`config.mk`:
```
export PLATFORM = sky130hd
export DESIGN_NAME = min_heap_priority_queue_unit
export DESIGN_NICKNAME = d
export VERILOG_FILES = /design/src/rtl/mhq_pkg.sv /design/src/rtl/mhq_ram.sv /design/src/rtl/mhq_fifo.sv /design/src/rtl/mhq_front.sv /design/src/rtl/mhq_back.sv /design/src/rtl/min_heap_priority_queue_unit.sv
export VERILOG_INCLUDE_DIRS = /design/src /design/src/rtl
export SDC_FILE = /design/constraint.sdc
export NUM_CORES = 2
export LEC_CHECK = 0
export BUFFER_PORTS_ARGS = -buffer_cell sky130_fd_sc_hd__clkbuf_2
export CORE_ASPECT_RATIO = 0.75
export CORE_MARGIN = 1.5
export CORE_UTILIZATION = 34
export DETAILED_ROUTE_END_ITERATION = 7
export HOLD_SLACK_MARGIN = 0.08
export MAX_ROUTING_LAYER = met4
export PLACE_DENSITY_LB_ADDON = 0.1
export SLEW_MARGIN = 20
export SYNTH_ARGS = -nofsm -noshare
export SYNTH_HDL_FRONTEND = slang
export SYNTH_SLANG_ARGS = --single-unit
```
`constraint.sdc`:
```
create_clock -name clock -period 4 [get_ports clock]
set_input_delay 0.8 -clock clock [delete_from_list [all_inputs] [get_ports clock]]
set_output_delay 0.8 -clock clock [all_outputs]
set_load 0.1 [all_outputs]
```
`src/rtl/assert_macros.svh`:
```
// assertion macros used by mhq_back
// no dependencies
`ifndef ASSERT_MACROS_SVH
`define ASSERT_MACROS_SVH

// clocked assertion that is disabled while reset is high
`define MHQ_ASSERT(label, clk, rst, prop, msg) \
   label: assert property (@(posedge clk) disable iff (rst) prop) else $error(msg);

// clocked assertion that also holds during reset
`define MHQ_ASSERT_ALWAYS(label, clk, prop, msg) \
   label: assert property (@(posedge clk) prop) else $error(msg);

`endif

```
`src/rtl/mhq_pkg.sv`:
```
// shared types and constants of the min-heap priority queue
// no dependencies
package mhq_pkg;

   localparam int MAX_ENTRIES_DEF = 64;
   localparam logic [6:0] CAPACITY_RESET = 7'd64;

   localparam logic [1:0] ST_DONE  = 2'd0;
   localparam logic [1:0] ST_FULL  = 2'd1;
   localparam logic [1:0] ST_EMPTY = 2'd2;

   localparam logic CMD_INSERT  = 1'b0;
   localparam logic CMD_EXTRACT = 1'b1;

   typedef struct packed {
      logic               is_extract;
      logic signed [31:0] key;
   } op_type;

   typedef struct packed {
      logic [1:0]         status;
      logic signed [31:0] key;
      logic [6:0]         count;
   } res_type;

endpackage

```
`src/rtl/mhq_ram.sv`:
```
// generic single write, single read ram with registered read data
// no dependencies
module mhq_ram #(
   parameter int WIDTH = 32,
   parameter int DEPTH = 64
) (
   input  logic                     clock,
   input  logic                     wr_en,
   input  logic [$clog2(DEPTH)-1:0] wr_addr,
   input  logic [WIDTH-1:0]         wr_data,
   input  logic [$clog2(DEPTH)-1:0] rd_addr,
   output logic [WIDTH-1:0]         rd_data
);

   logic [WIDTH-1:0] mem_ff [DEPTH];
   logic [WIDTH-1:0] rd_data_ff;

   always_ff @(posedge clock) begin
      if (wr_en) begin
         mem_ff[wr_addr] <= wr_data;
      end
      rd_data_ff <= mem_ff[rd_addr];
   end

   assign rd_data = rd_data_ff;

endmodule

```
`src/rtl/mhq_fifo.sv`:
```
// two-entry register queue used between the block's parts
// no dependencies
module mhq_fifo #(
   parameter int WIDTH = 8
) (
   input  logic             clock,
   input  logic             reset,
   input  logic             push,
   input  logic [WIDTH-1:0] din,
   output logic             full,
   input  logic             pop,
   output logic [WIDTH-1:0] dout,
   output logic             empty
);

   logic [WIDTH-1:0] data_ff [2];
   logic             wr_ptr_ff, wr_ptr_in;
   logic             rd_ptr_ff, rd_ptr_in;
   logic [1:0]       cnt_ff, cnt_in;
   logic             do_push, do_pop;

   assign full    = (cnt_ff == 2'd2);
   assign empty   = (cnt_ff == 2'd0);
   assign do_push = push && !full;
   assign do_pop  = pop && !empty;
   assign dout    = data_ff[rd_ptr_ff];

   always_comb begin
      wr_ptr_in = wr_ptr_ff ^ do_push;
      rd_ptr_in = rd_ptr_ff ^ do_pop;
      cnt_in    = cnt_ff + {1'b0, do_push} - {1'b0, do_pop};
   end

   always_ff @(posedge clock) begin
      if (reset) begin
         wr_ptr_ff <= 1'b0;
         rd_ptr_ff <= 1'b0;
         cnt_ff    <= 2'd0;
      end else begin
         wr_ptr_ff <= wr_ptr_in;
         rd_ptr_ff <= rd_ptr_in;
         cnt_ff    <= cnt_in;
      end
   end

   always_ff @(posedge clock) begin
      if (do_push) begin
         data_ff[wr_ptr_ff] <= din;
      end
   end

endmodule

```
`src/rtl/mhq_front.sv`:
```
// front part: accepts request beats, decodes the command, queues operations
// depends on mhq_pkg and mhq_fifo
module mhq_front (
   input  logic                clock,
   input  logic                reset,
   input  logic                push,
   output logic                full,
   input  logic                req_cmd,
   input  logic signed [31:0]  req_key_in,
   output logic                op_valid,
   output mhq_pkg::op_type     op,
   input  logic                op_take
);

   mhq_pkg::op_type op_wr;
   logic [$bits(mhq_pkg::op_type)-1:0] op_rd;
   logic op_empty;

   always_comb begin
      op_wr.is_extract = (req_cmd == mhq_pkg::CMD_EXTRACT);
      // key is ignored on extract, keep it zero
      op_wr.key = op_wr.is_extract ? 32'sd0 : req_key_in;
   end

   mhq_fifo #(.WIDTH($bits(mhq_pkg::op_type))) u_op_fifo (
      .clock (clock),
      .reset (reset),
      .push  (push),
      .din   (op_wr),
      .full  (full),
      .pop   (op_take),
      .dout  (op_rd),
      .empty (op_empty)
   );

   assign op_valid = !op_empty;
   assign op       = mhq_pkg::op_type'(op_rd);

endmodule

```
`src/rtl/mhq_back.sv`:
```
// back part: heap sequencer that runs sift-up and sift-down over the store
// depends on mhq_pkg, mhq_ram and assert_macros.svh
`include "assert_macros.svh"
module mhq_back #(
   parameter int MAX_ENTRIES = mhq_pkg::MAX_ENTRIES_DEF
) (
   input  logic               clock,
   input  logic               reset,
   input  logic [6:0]         capacity,
   input  logic               op_valid,
   input  mhq_pkg::op_type    op,
   output logic               op_take,
   input  logic               res_full,
   output logic               res_push,
   output mhq_pkg::res_type   res
);

   localparam int AW = $clog2(MAX_ENTRIES);
   localparam int CW = $clog2(MAX_ENTRIES + 1);
   localparam int LW = (CW > 7) ? CW : 7;

   localparam logic [3:0] S_IDLE    = 4'd0;
   localparam logic [3:0] S_UP_CHK  = 4'd1;
   localparam logic [3:0] S_UP_CMP  = 4'd2;
   localparam logic [3:0] S_EX_ROOT = 4'd3;
   localparam logic [3:0] S_EX_LAST = 4'd4;
   localparam logic [3:0] S_DN_CHK  = 4'd5;
   localparam logic [3:0] S_DN_L    = 4'd6;
   localparam logic [3:0] S_DN_R    = 4'd7;
   localparam logic [3:0] S_DN_MOVE = 4'd8;

   logic [3:0]         state_ff, state_in;
   logic [CW-1:0]      count_ff, count_in;
   logic [AW-1:0]      pos_ff, pos_in;
   logic [AW-1:0]      best_ff, best_in;
   logic signed [31:0] cur_ff, cur_in;
   logic signed [31:0] bv_ff, bv_in;
   logic signed [31:0] out_key_ff, out_key_in;

   logic               wr_en;
   logic [AW-1:0]      wr_addr;
   logic [31:0]        wr_data;
   logic [AW-1:0]      rd_addr;
   logic [31:0]        rd_raw;
   logic signed [31:0] rd_key;

   logic [LW-1:0]      lim;
   logic               at_limit;
   logic [AW-1:0]      parent;
   logic [AW+1:0]      left_idx, right_idx, count_w;

   mhq_ram #(.WIDTH(32), .DEPTH(MAX_ENTRIES)) u_heap_ram (
      .clock   (clock),
      .wr_en   (wr_en),
      .wr_addr (wr_addr),
      .wr_data (wr_data),
      .rd_addr (rd_addr),
      .rd_data (rd_raw)
   );

   assign rd_key = $signed(rd_raw);

   always_comb begin
      // effective limit saturates at the store depth
      lim = (LW'(capacity) > LW'(MAX_ENTRIES)) ? LW'(MAX_ENTRIES) : LW'(capacity);
      at_limit  = (LW'(count_ff) >= lim);
      parent    = (pos_ff - AW'(1)) >> 1;
      left_idx  = {1'b0, pos_ff, 1'b1};
      right_idx = left_idx + (AW+2)'(1);
      count_w   = (AW+2)'(count_ff);
   end

   always_comb begin
      state_in   = state_ff;
      count_in   = count_ff;
      pos_in     = pos_ff;
      best_in    = best_ff;
      cur_in     = cur_ff;
      bv_in      = bv_ff;
      out_key_in = out_key_ff;
      op_take    = 1'b0;
      res_push   = 1'b0;
      res.status = mhq_pkg::ST_DONE;
      res.key    = out_key_ff;
      res.count  = 7'(count_ff);
      wr_en      = 1'b0;
      wr_addr    = pos_ff;
      wr_data    = cur_ff;
      rd_addr    = '0;
      case (state_ff)
         S_IDLE: begin
            // result queue has room, so the end-of-operation push never stalls
            if (op_valid && !res_full) begin
               op_take    = 1'b1;
               out_key_in = 32'sd0;
               if (!op.is_extract) begin
                  if (at_limit) begin
                     res_push   = 1'b1;
                     res.status = mhq_pkg::ST_FULL;
                     res.key    = 32'sd0;
                  end else begin
                     cur_in   = op.key;
                     pos_in   = AW'(count_ff);
                     count_in = count_ff + CW'(1);
                     state_in = S_UP_CHK;
                  end
               end else if (count_ff == '0) begin
                  res_push   = 1'b1;
                  res.status = mhq_pkg::ST_EMPTY;
                  res.key    = 32'sd0;
               end else begin
                  rd_addr  = '0;
                  count_in = count_ff - CW'(1);
                  state_in = S_EX_ROOT;
               end
            end
         end
         S_UP_CHK: begin
            if (pos_ff == '0) begin
               wr_en    = 1'b1;
               res_push = 1'b1;
               state_in = S_IDLE;
            end else begin
               rd_addr  = parent;
               state_in = S_UP_CMP;
            end
         end
         S_UP_CMP: begin
            wr_en = 1'b1;
            if (cur_ff < rd_key) begin
               // parent moves down into the hole
               wr_data  = rd_raw;
               pos_in   = parent;
               state_in = S_UP_CHK;
            end else begin
               res_push = 1'b1;
               state_in = S_IDLE;
            end
         end
         S_EX_ROOT: begin
            out_key_in = rd_key;
            if (count_ff == '0) begin
               res_push = 1'b1;
               res.key  = rd_key;
               state_in = S_IDLE;
            end else begin
               rd_addr  = AW'(count_ff);
               state_in = S_EX_LAST;
            end
         end
         S_EX_LAST: begin
            cur_in   = rd_key;
            pos_in   = '0;
            state_in = S_DN_CHK;
         end
         S_DN_CHK: begin
            if (left_idx >= count_w) begin
               wr_en    = 1'b1;
               res_push = 1'b1;
               state_in = S_IDLE;
            end else begin
               rd_addr  = AW'(left_idx);
               state_in = S_DN_L;
            end
         end
         S_DN_L: begin
            if (rd_key < cur_ff) begin
               best_in = AW'(left_idx);
               bv_in   = rd_key;
            end else begin
               best_in = pos_ff;
               bv_in   = cur_ff;
            end
            if (right_idx < count_w) begin
               rd_addr  = AW'(right_idx);
               state_in = S_DN_R;
            end else begin
               state_in = S_DN_MOVE;
            end
         end
         S_DN_R: begin
            if (rd_key < bv_ff) begin
               best_in = AW'(right_idx);
               bv_in   = rd_key;
            end
            state_in = S_DN_MOVE;
         end
         S_DN_MOVE: begin
            wr_en = 1'b1;
            if (best_ff == pos_ff) begin
               res_push = 1'b1;
               state_in = S_IDLE;
            end else begin
               // smaller child moves up into the hole
               wr_data  = bv_ff;
               pos_in   = best_ff;
               state_in = S_DN_CHK;
            end
         end
         default: begin
            state_in = S_IDLE;
         end
      endcase
   end

   always_ff @(posedge clock) begin
      if (reset) begin
         state_ff <= S_IDLE;
         count_ff <= '0;
      end else begin
         state_ff <= state_in;
         count_ff <= count_in;
      end
   end

   always_ff @(posedge clock) begin
      pos_ff     <= pos_in;
      best_ff    <= best_in;
      cur_ff     <= cur_in;
      bv_ff      <= bv_in;
      out_key_ff <= out_key_in;
   end

   `MHQ_ASSERT(a_count_bound, clock, reset, count_ff <= CW'(MAX_ENTRIES), "count above depth")
   `MHQ_ASSERT(a_push_room, clock, reset, res_push |-> !res_full, "result push into full queue")
   `MHQ_ASSERT(a_take_idle, clock, reset, op_take |=> $past(state_ff) == S_IDLE, "take while busy")
   `MHQ_ASSERT(a_insert_grows, clock, reset,
      (op_take && !op.is_extract && !at_limit) |=> count_ff == $past(count_ff) + CW'(1),
      "insert did not grow count")

endmodule

```
`src/rtl/min_heap_priority_queue_unit.sv`:
```
// top level of the min-heap priority queue
// depends on mhq_pkg, mhq_front, mhq_back and mhq_fifo
//
// request channel: a beat is taken when push is high and full is low; req_cmd
// selects insert (key in req_key_in) or extract of the minimum
// response channel: the oldest result sits on rsp_* while empty is low and
// leaves on a cycle with pop high; every request gives exactly one result
// config channel: csr_capacity is written when csr_valid and csr_ready are
// both high; csr_ready is always high, write only while the block is idle
// heap engine: a rejected insert or an empty extract is answered from idle; an
// insert climbs with one registered ram read of the parent and a compare per
// level; an extract reads the root and, unless it was the last key, the last
// key, then descends with one registered ram read and compare per child; each
// request also passes through the request queue; one operation runs at a time
// two-entry queues sit before and after the engine, so requests are taken
// while a result waits and a stalled receiver only blocks once both fill
// reset: heap empty, capacity 64, both queues empty; store content is left
module min_heap_priority_queue_unit #(
   parameter int MAX_ENTRIES = mhq_pkg::MAX_ENTRIES_DEF
) (
   input  logic               clock,
   input  logic               reset,
   input  logic               push,
   output logic               full,
   input  logic               req_cmd,
   input  logic signed [31:0] req_key_in,
   output logic               empty,
   input  logic               pop,
   output logic [1:0]         rsp_status,
   output logic signed [31:0] rsp_key_out,
   output logic [6:0]         rsp_count,
   input  logic               csr_valid,
   output logic               csr_ready,
   input  logic [6:0]         csr_capacity
);

   // capacity register
   logic [6:0] capacity_ff, capacity_in;

   // front to back operation link
   logic            op_valid;
   mhq_pkg::op_type op;
   logic            op_take;

   // back to response queue link
   logic             res_full;
   logic             res_push;
   mhq_pkg::res_type res;
   logic [$bits(mhq_pkg::res_type)-1:0] res_rd;
   mhq_pkg::res_type rsp;

   assign csr_ready   = 1'b1;
   assign capacity_in = (csr_valid && csr_ready) ? csr_capacity : capacity_ff;

   always_ff @(posedge clock) begin
      if (reset) begin
         capacity_ff <= mhq_pkg::CAPACITY_RESET;
      end else begin
         capacity_ff <= capacity_in;
      end
   end

   mhq_front u_front (
      .clock      (clock),
      .reset      (reset),
      .push       (push),
      .full       (full),
      .req_cmd    (req_cmd),
      .req_key_in (req_key_in),
      .op_valid   (op_valid),
      .op         (op),
      .op_take    (op_take)
   );

   mhq_back #(.MAX_ENTRIES(MAX_ENTRIES)) u_back (
      .clock    (clock),
      .reset    (reset),
      .capacity (capacity_ff),
      .op_valid (op_valid),
      .op       (op),
      .op_take  (op_take),
      .res_full (res_full),
      .res_push (res_push),
      .res      (res)
   );

   // response queue decouples a stalled receiver from the engine
   mhq_fifo #(.WIDTH($bits(mhq_pkg::res_type))) u_rsp_fifo (
      .clock (clock),
      .reset (reset),
      .push  (res_push),
      .din   (res),
      .full  (res_full),
      .pop   (pop),
      .dout  (res_rd),
      .empty (empty)
   );

   assign rsp         = mhq_pkg::res_type'(res_rd);
   assign rsp_status  = rsp.status;
   assign rsp_key_out = rsp.key;
   assign rsp_count   = rsp.count;

endmodule
```
# Word-level counts from Yosys, hierarchy flattened
# Memories as Yosys holds them, arrays and structs flattened. A register that Yosys moved wholly into a read port is not among the register bits.
# Index checks and enable logic that the tools add are counted.
[op_classes]
order_cmp = 7
bitwise = 4
n_mux = 69
n_reduce_logical = 25
add_sub_neg = 8
n_eq_ne = 21
[op_table]
columns = ["op", "count"]
rows = [
  ["32-bit 2-to-1 mux", 10],
  ["32-bit one-hot mux with 2 select lines", 5],
  ["34-bit 2-to-1 mux", 3],
  ["32-bit less-than comparator", 3],
  ["6-bit 2-to-1 mux", 10],
  ["6-bit one-hot mux with 4 select lines", 2],
  ["4-bit one-hot mux with 9 select lines", 1],
  ["33-bit 2-to-1 mux", 1],
  ["7-bit 2-to-1 mux", 4],
  ["4-bit 2-to-1 mux", 5],
  ["1-bit 2-to-1 mux", 19],
  ["4-bit by 3-bit equality test with 1-bit output, second input constant", 4],
  ["7-bit >= comparator", 2],
  ["6-bit one-hot mux with 2 select lines", 1],
  ["3-bit 2-to-1 mux", 3],
  ["7-bit by 1-bit adder with 8-bit output, second input constant", 1],
  ["4-bit by 2-bit equality test with 1-bit output, second input constant", 2],
  ["8-bit by 7-bit less-than comparator with 1-bit output", 1],
  ["2-bit by 1-bit inequality test with 1-bit output, second input constant", 4],
  ["2-bit inequality test, second input constant", 4],
  ["4-bit AND reduction", 2],
  ["7-bit by 1-bit adder with 7-bit output, second input constant", 1],
  ["7-bit greater-than comparator, second input constant", 1],
  ["7-bit logical NOT", 1],
  ["26 further kinds", 44],
]
[word_totals]
n_memories = 3
ramBits = 2196
out_inout_bits = 44
in_bits = 45
ff_bits = 134
wordCells = 151
[mem_list]
columns = ["memory", "depth", "word_bits", "read_ports", "rd_ports_with_merged_regs", "write_ports", "line_no", "text"]
rows = [
  ["u_back.u_heap_ram.mem_ff", 64, 32, 1, 1, 1, "mhq_ram.sv:15", "logic [WIDTH-1:0] mem_ff [DEPTH];"],
  ["u_rsp_fifo.data_ff", 2, 41, 1, 1, 1, "mhq_fifo.sv:16", "logic [WIDTH-1:0] data_ff [2];"],
  ["u_front.u_op_fifo.data_ff", 2, 33, 1, 1, 1, "mhq_fifo.sv:16", ""],
]

# Logic depth before layout (Yosys ltp)
[depth]
ltp_word = 10
ltp_mapped = 17
ltp_nobuf = 15

# Cells and area by module
# A second synthesis with hierarchy kept.
[unflattened]
hier_cells = 4517
hier_area_um2 = 93787.4
[by_module_without_submodules]
columns = ["mod", "seq_area_each_um2", "n_inst", "area_per_inst_um2", "cells_each"]
rows = [
  ["mhq_ram", 62139.6, 1, 78512.8, 3324],
  ["mhq_back", 3463.3, 1, 8923.6, 856],
  ["mhq_fifo (u_rsp_fifo)", 2542.4, 1, 3225.6, 151],
  ["mhq_fifo (u_front.u_op_fifo)", 2062.0, 1, 2636.3, 126],
  ["min_heap_priority_queue_unit", 140.1, 1, 262.8, 24],
  ["mhq_front", 0.0, 1, 226.5, 36],
]

# Least setup slack after synthesis
# No wires, ideal clock.
[synth_path]
kind = "reg2reg"
from = "reg u_back.cur_ff[1]"
to = "mem u_rsp_fifo.data_ff[1][0] (netlist bit) (enable)"
synth_period_minus_slack_ps = 4135
path_stages_with_launch = 14
n_path_buf = 1
slack_ps = -135
t_required_ps = 3597
setup_time_ps = 403
arrival_ps = 3732
path_cell_list = "edfxtp_1 -> inv_1 -> ha_1 -> nor2b_1 -> o21a_1 -> o21ai_0 -> a21oi_1 -> o31a_1 -> o41ai_1 -> a21oi_1 -> clkbuf_1 -> a21o_1 -> a41oi_1 -> ha_1"
[synth_via]
elab_chain_cells = 6
[synth_rtl]
columns = ["item", "line_no", "text"]
rows = [
  ["from (decl)", "mhq_back.sv:36", "logic signed [31:0] cur_ff, cur_in;"],
  ["from (signal assigned)", "mhq_back.sv:219", "cur_ff <= cur_in;"],
  ["32-bit less-than comparator", "mhq_back.sv:130", "if (cur_ff < rd_key) begin"],
  ["1-bit 2-to-1 mux", "mhq_back.sv:130", ""],
  ["1-bit one-hot mux with 6 select lines", "mhq_back.sv:90", "case (state_ff)"],
  ["1-bit logical AND", "mhq_fifo.sv:24", "assign do_push = push && !full;"],
  ["1-bit 2-to-1 mux", "mhq_fifo.sv:47", "if (do_push) begin"],
  ["1-bit 2-to-1 mux (implied by the code)", "mhq_fifo.sv:48", "data_ff[wr_ptr_ff] <= din;"],
  ["to (decl)", "mhq_fifo.sv:16", ""],
]
# Every way passes these cells.

# Worst setup path after layout
[layout_path]
from = "reg u_back.pos_ff[1]"
to = "reg u_back.u_heap_ram.rd_data_ff[30] (netlist: u_back.u_heap_ram.rd_data[30]), read port of u_back.u_heap_ram.mem_ff"
[layout_via]
elab_chain_cells = 4
elab_cells_between_ends = 9
classes_between = "2 x add/sub; 2 x order compare; 4 x mux; 1 x reduce/logical"
[layout_rtl]
columns = ["item", "line_no", "text"]
rows = [
  ["from (decl)", "mhq_back.sv:34", "logic [AW-1:0] pos_ff, pos_in;"],
  ["from (signal assigned)", "mhq_back.sv:217", "pos_ff <= pos_in;"],
  ["7-bit by 1-bit adder with 8-bit output", "mhq_back.sv:69", "right_idx = left_idx + (AW+2)'(1);"],
  ["8-bit by 7-bit less-than comparator with 1-bit output", "mhq_back.sv:174", "if (right_idx < count_w) begin"],
  ["6-bit 2-to-1 mux", "mhq_back.sv:174", ""],
  ["6-bit one-hot mux with 4 select lines (*)", "mhq_back.sv:90", ""],
  ["to (decl)", "mhq_ram.sv:16", "logic [WIDTH-1:0] rd_data_ff;"],
]
# Mark *: on every way between the ends. The rest lies on a longest branch, timed or not.
# A chain may end at the register's enable or synchronous reset.

==> results.cfg <==
[global_route]
antenna_found_initial = 42
overflow = 0
grt_pass1_vias = 57144
grtUsageTotal = 0.237
grt_first_pass_wirelength_um = 461000
grt_max_degree = 74

[layout]
area_delta_synth_final_pct = 25.9
fin_util = 0.430
nNetsFinal = 7233
stdcell_count = 11035
drive_above_1_share = 0.274

[clock_tree]
clockRootBuffer = clkbuf_16
clk_path_buf_depth = 4
worstSkewPairLatency_ns = 0.94
cts_tree = yes
cts_sinks = 2362
cts_made_buffers = 242
cts_max_level = 4
path_clk_slew_ns = 0.06

[detailed_routing]
wl_met2_um = 139000
routedWlPerCell_um = 30.6
drc = 0
first_pass_iters = 6
viasPerCell = 5.47
routed_wl_um = 337000
dr.max_layer_used = met4
dr_wl_met3_um = 27500
vias = 60360
ant_nets = 0
wl_met1_um = 164000
drtIter0Drc = 7073

[sta]
fin_skew_ns = 0.0667
slew-limit-headroom = 0.412
finalHoldViolations = 0
fmaxAchievable_ghz = 0.219
slew_viol_final = 0
setup_slack_ns = -0.565
fin_crit_sh = 1.14
rsz0062_at_grt = yes
setup_viol = 32
post-route-min-period_ns = 4.56
worst_pin_slew_ns = 0.857
fin_tns_setup_ns = -15.57

[outcome]
status = complete, but fails checks
violations = negative setup slack

[power]
power_density_nw_per_um2 = 714
clockPowerShare = 0.260
irDropWorstVdd_uv = 537
swShare = 0.356
p_leak_nw = 41.1
internal_power_mw = 55.2
switching_power_mw = 30.5
p_seq_frac = 0.377
power.share.combinational = 0.363

[worst_hold_path]
hp-class = input port to register
min-delay-start = csr_capacity[4]

[placed_design]
dpl_worst_slack_ns = -1.15
dp_hpwl_um = 213000
port_buffers = 87
dp_cells = 10448
place.gp.congestion = 0.860

[worst_setup_path]
critPathCaptureType = register
r2r-start = u_back.pos_ff[1]
cp-start-kind = register
critPathKind = register to register
cp_data_required_time_ns = 4.79
startpoint = u_back.pos_ff[1]
crit_fanout = 6
critPathArrivalTime_ns = 5.35

[flow_run]
drv_cap = 0

[yosys]
ys_ff_latch = 2362
synth_cell_types = 68
yosysSeqAreaShare = 0.739
synth_warnings = 0
synth.avg_cell_area_um2 = 15.4
synthArstFlopShare = 0
synth_cells = 6181
syn-cell-area_um2 = 95200
synth_edf_count = 2304
syn_nets = 6324
synthFlopType = edfxtp_1

[die]
die_y_um = 461
core_um2 = 279000
dieArea_um2 = 283000
rows = 168
boundaryPins = 89
dieWidth_um = 614
start_util = 0.341
[area by class of cell]
| class | instances | area (um^2) |
|---|---|---|
| inverters | 92 | 355 |
| repair buffers | 1086 | 12100 |
| clock buffers | 315 | 6520 |
| clock inverters | 117 | 1020 |
| multi-input cells | 3306 | 24800 |
| well taps | 3740 | 4680 |
| fillers | 25157 | 159000 |
| diodes | 17 | 42.5 |
| flip-flops and latches | 2362 | 70400 |
[cell families (layout without fill, tap and decap cells)]
logic type               after synthesis  in the layout  synth area share
XOR/XNOR                              26             26           0.00239
AND/OR/NAND/NOR                     2027           2027            0.0962
multiplexers                         312            312            0.0590
flip-flops                          2362           2362             0.739
AO/OA/AOI/OAI                        842            842            0.0675
other                                  1             18         0.0000394
buffers and inverters                513           1610            0.0232
adder cells (fa/ha/maj)               98             98            0.0130
[critical path, stage by stage (launching register included)]
cell	delay (ns)
edfxtp_1	0.41
ha_2	0.21
and2_4	0.17
nand2_4	0.07
xnor2_2	0.12
ha_1	0.28
a21o_1	0.23
a221o_1	0.41
buf_4	0.17
nor2_4	0.09
a31oi_4	0.16
and2_4	0.22
buf_12	0.14
buf_8	0.13
buf_8	0.13
clkbuf_16	0.14
nand4_1	0.10
buf_4	0.15
buf_12	0.14
buf_12	0.12
nand2b_1	0.10
nand4_1	0.23
or4_1	0.48
[path summary, 6_finish.rpt]
kind,endpoint,slack (ns),cells after the start
setup / recovery,u_back.u_heap_ram.rd_data[30],-0.56,22
hold / removal,capacity_ff[4],0.16,3
setup reg to reg,u_back.u_heap_ram.rd_data[30],-0.56,22
hold reg to reg,capacity_ff[0],0.50,2
[routing by layer]
layer | vias to the layer above | track usage
met5 | - | -
li1 | 25972 | -
met2 | 2249 | 0.323
met4 | 0 | 0.0451
met1 | 31774 | 0.366
met3 | 365 | 0.0437
[Yosys cell counts (73+ instances only)]
master / number / area [um^2]
and3_1: 167 / 1040
nand2_1: 1097 / 4120
a311oi_1: 130 / 1140
nor2_1: 148 / 556
o21ai_0: 84 / 420
nand2b_1: 73 / 457
edfxtp_1: 2304 / 69200
a31oi_1: 163 / 1020
ha_1: 97 / 1210
buf_2: 121 / 606
mux2_2: 73 / 822
inv_1: 92 / 345
nand3_1: 332 / 1660
mux4_2: 192 / 4320
a221oi_1: 131 / 1150
clkbuf_1: 251 / 942
[power groups by stage]
stage               logic [mW]  registers, mW  clock network (mW)
global placement          28.4           32.8                   0
detailed placement        28.5           32.8                   0
CTS                       29.7           32.3                22.7
floorplan                 13.0           32.6                   0
global route              32.7           32.4                23.6
finish                    31.1           32.3                22.3
[metrics by stage]
stage               total power, mW  hold slack [ns]  instance area [um^2]
finish                         85.7            0.159                120000
detailed placement             61.4            0.492                109000
CTS                            84.7           0.0893                118000
global route                   88.7            0.143                120000
floorplan                      45.6            0.452                 95200
global placement               61.2            0.484                109000
[flip-flops by register name, summed over array words and instances, names as in the netlist, 2 cells and up]
name                       cells
u_back.u_heap_ram.mem_ff    2048
u_rsp_fifo.data_ff            82
u_front.u_op_fifo.data_ff     66
u_back.bv_ff                  32
u_back.cur_ff                 32
u_back.out_key_ff             32
u_back.u_heap_ram.rd_data     32
capacity_ff                    7
u_back.count_ff                7
u_back.best_ff                 6
u_back.pos_ff                  6
u_back.state_ff                4
u_front.u_op_fifo.cnt_ff       2
u_rsp_fifo.cnt_ff              2
[cells in the final DEF (no fill, tap or decap), types with 25 or more instances in the layout]
cell / synthesis / layout
ha_1: 97 / 93
a221o_2: 0 / 32
a21oi_1: 35 / 30
clkbuf_16: 0 / 260
buf_6: 5 / 70
a21o_1: 36 / 36
mux2_2: 73 / 73
nor3_1: 47 / 44
o21ai_0: 84 / 73
a31oi_1: 163 / 139
a221oi_1: 131 / 99
clkbuf_1: 251 / 57
clkbuf_2: 0 / 87
nor2_1: 148 / 80
or4_1: 33 / 30
dfxtp_1: 58 / 55
edfxtp_1: 2304 / 2304
o211ai_1: 34 / 34
buf_4: 26 / 627
nand2b_1: 73 / 69
a311oi_1: 130 / 123
nand2_1: 1097 / 1088
a22oi_2: 0 / 28
inv_1: 92 / 90
nor2b_1: 47 / 46
a211oi_1: 37 / 28
mux2i_1: 47 / 47
mux4_2: 192 / 192
buf_12: 0 / 256
nor2_4: 0 / 67
and3_1: 167 / 166
clkinv_1: 0 / 45
a221oi_2: 1 / 25
nand3_1: 332 / 324
a22o_1: 34 / 34
and2_1: 38 / 35
clkinv_2: 0 / 40
[timing repair]
action                     in CTS  in global routing
hold endpoints to repair        2                  0
cloned                         11                 15
hold buffers                    2                  0
resized for setup             147                242
buffers inserted               54                 70
pin swaps                      32                 79
setup endpoints to repair     131               1498
No activity file was read; power rests on OpenSTA's default activity.
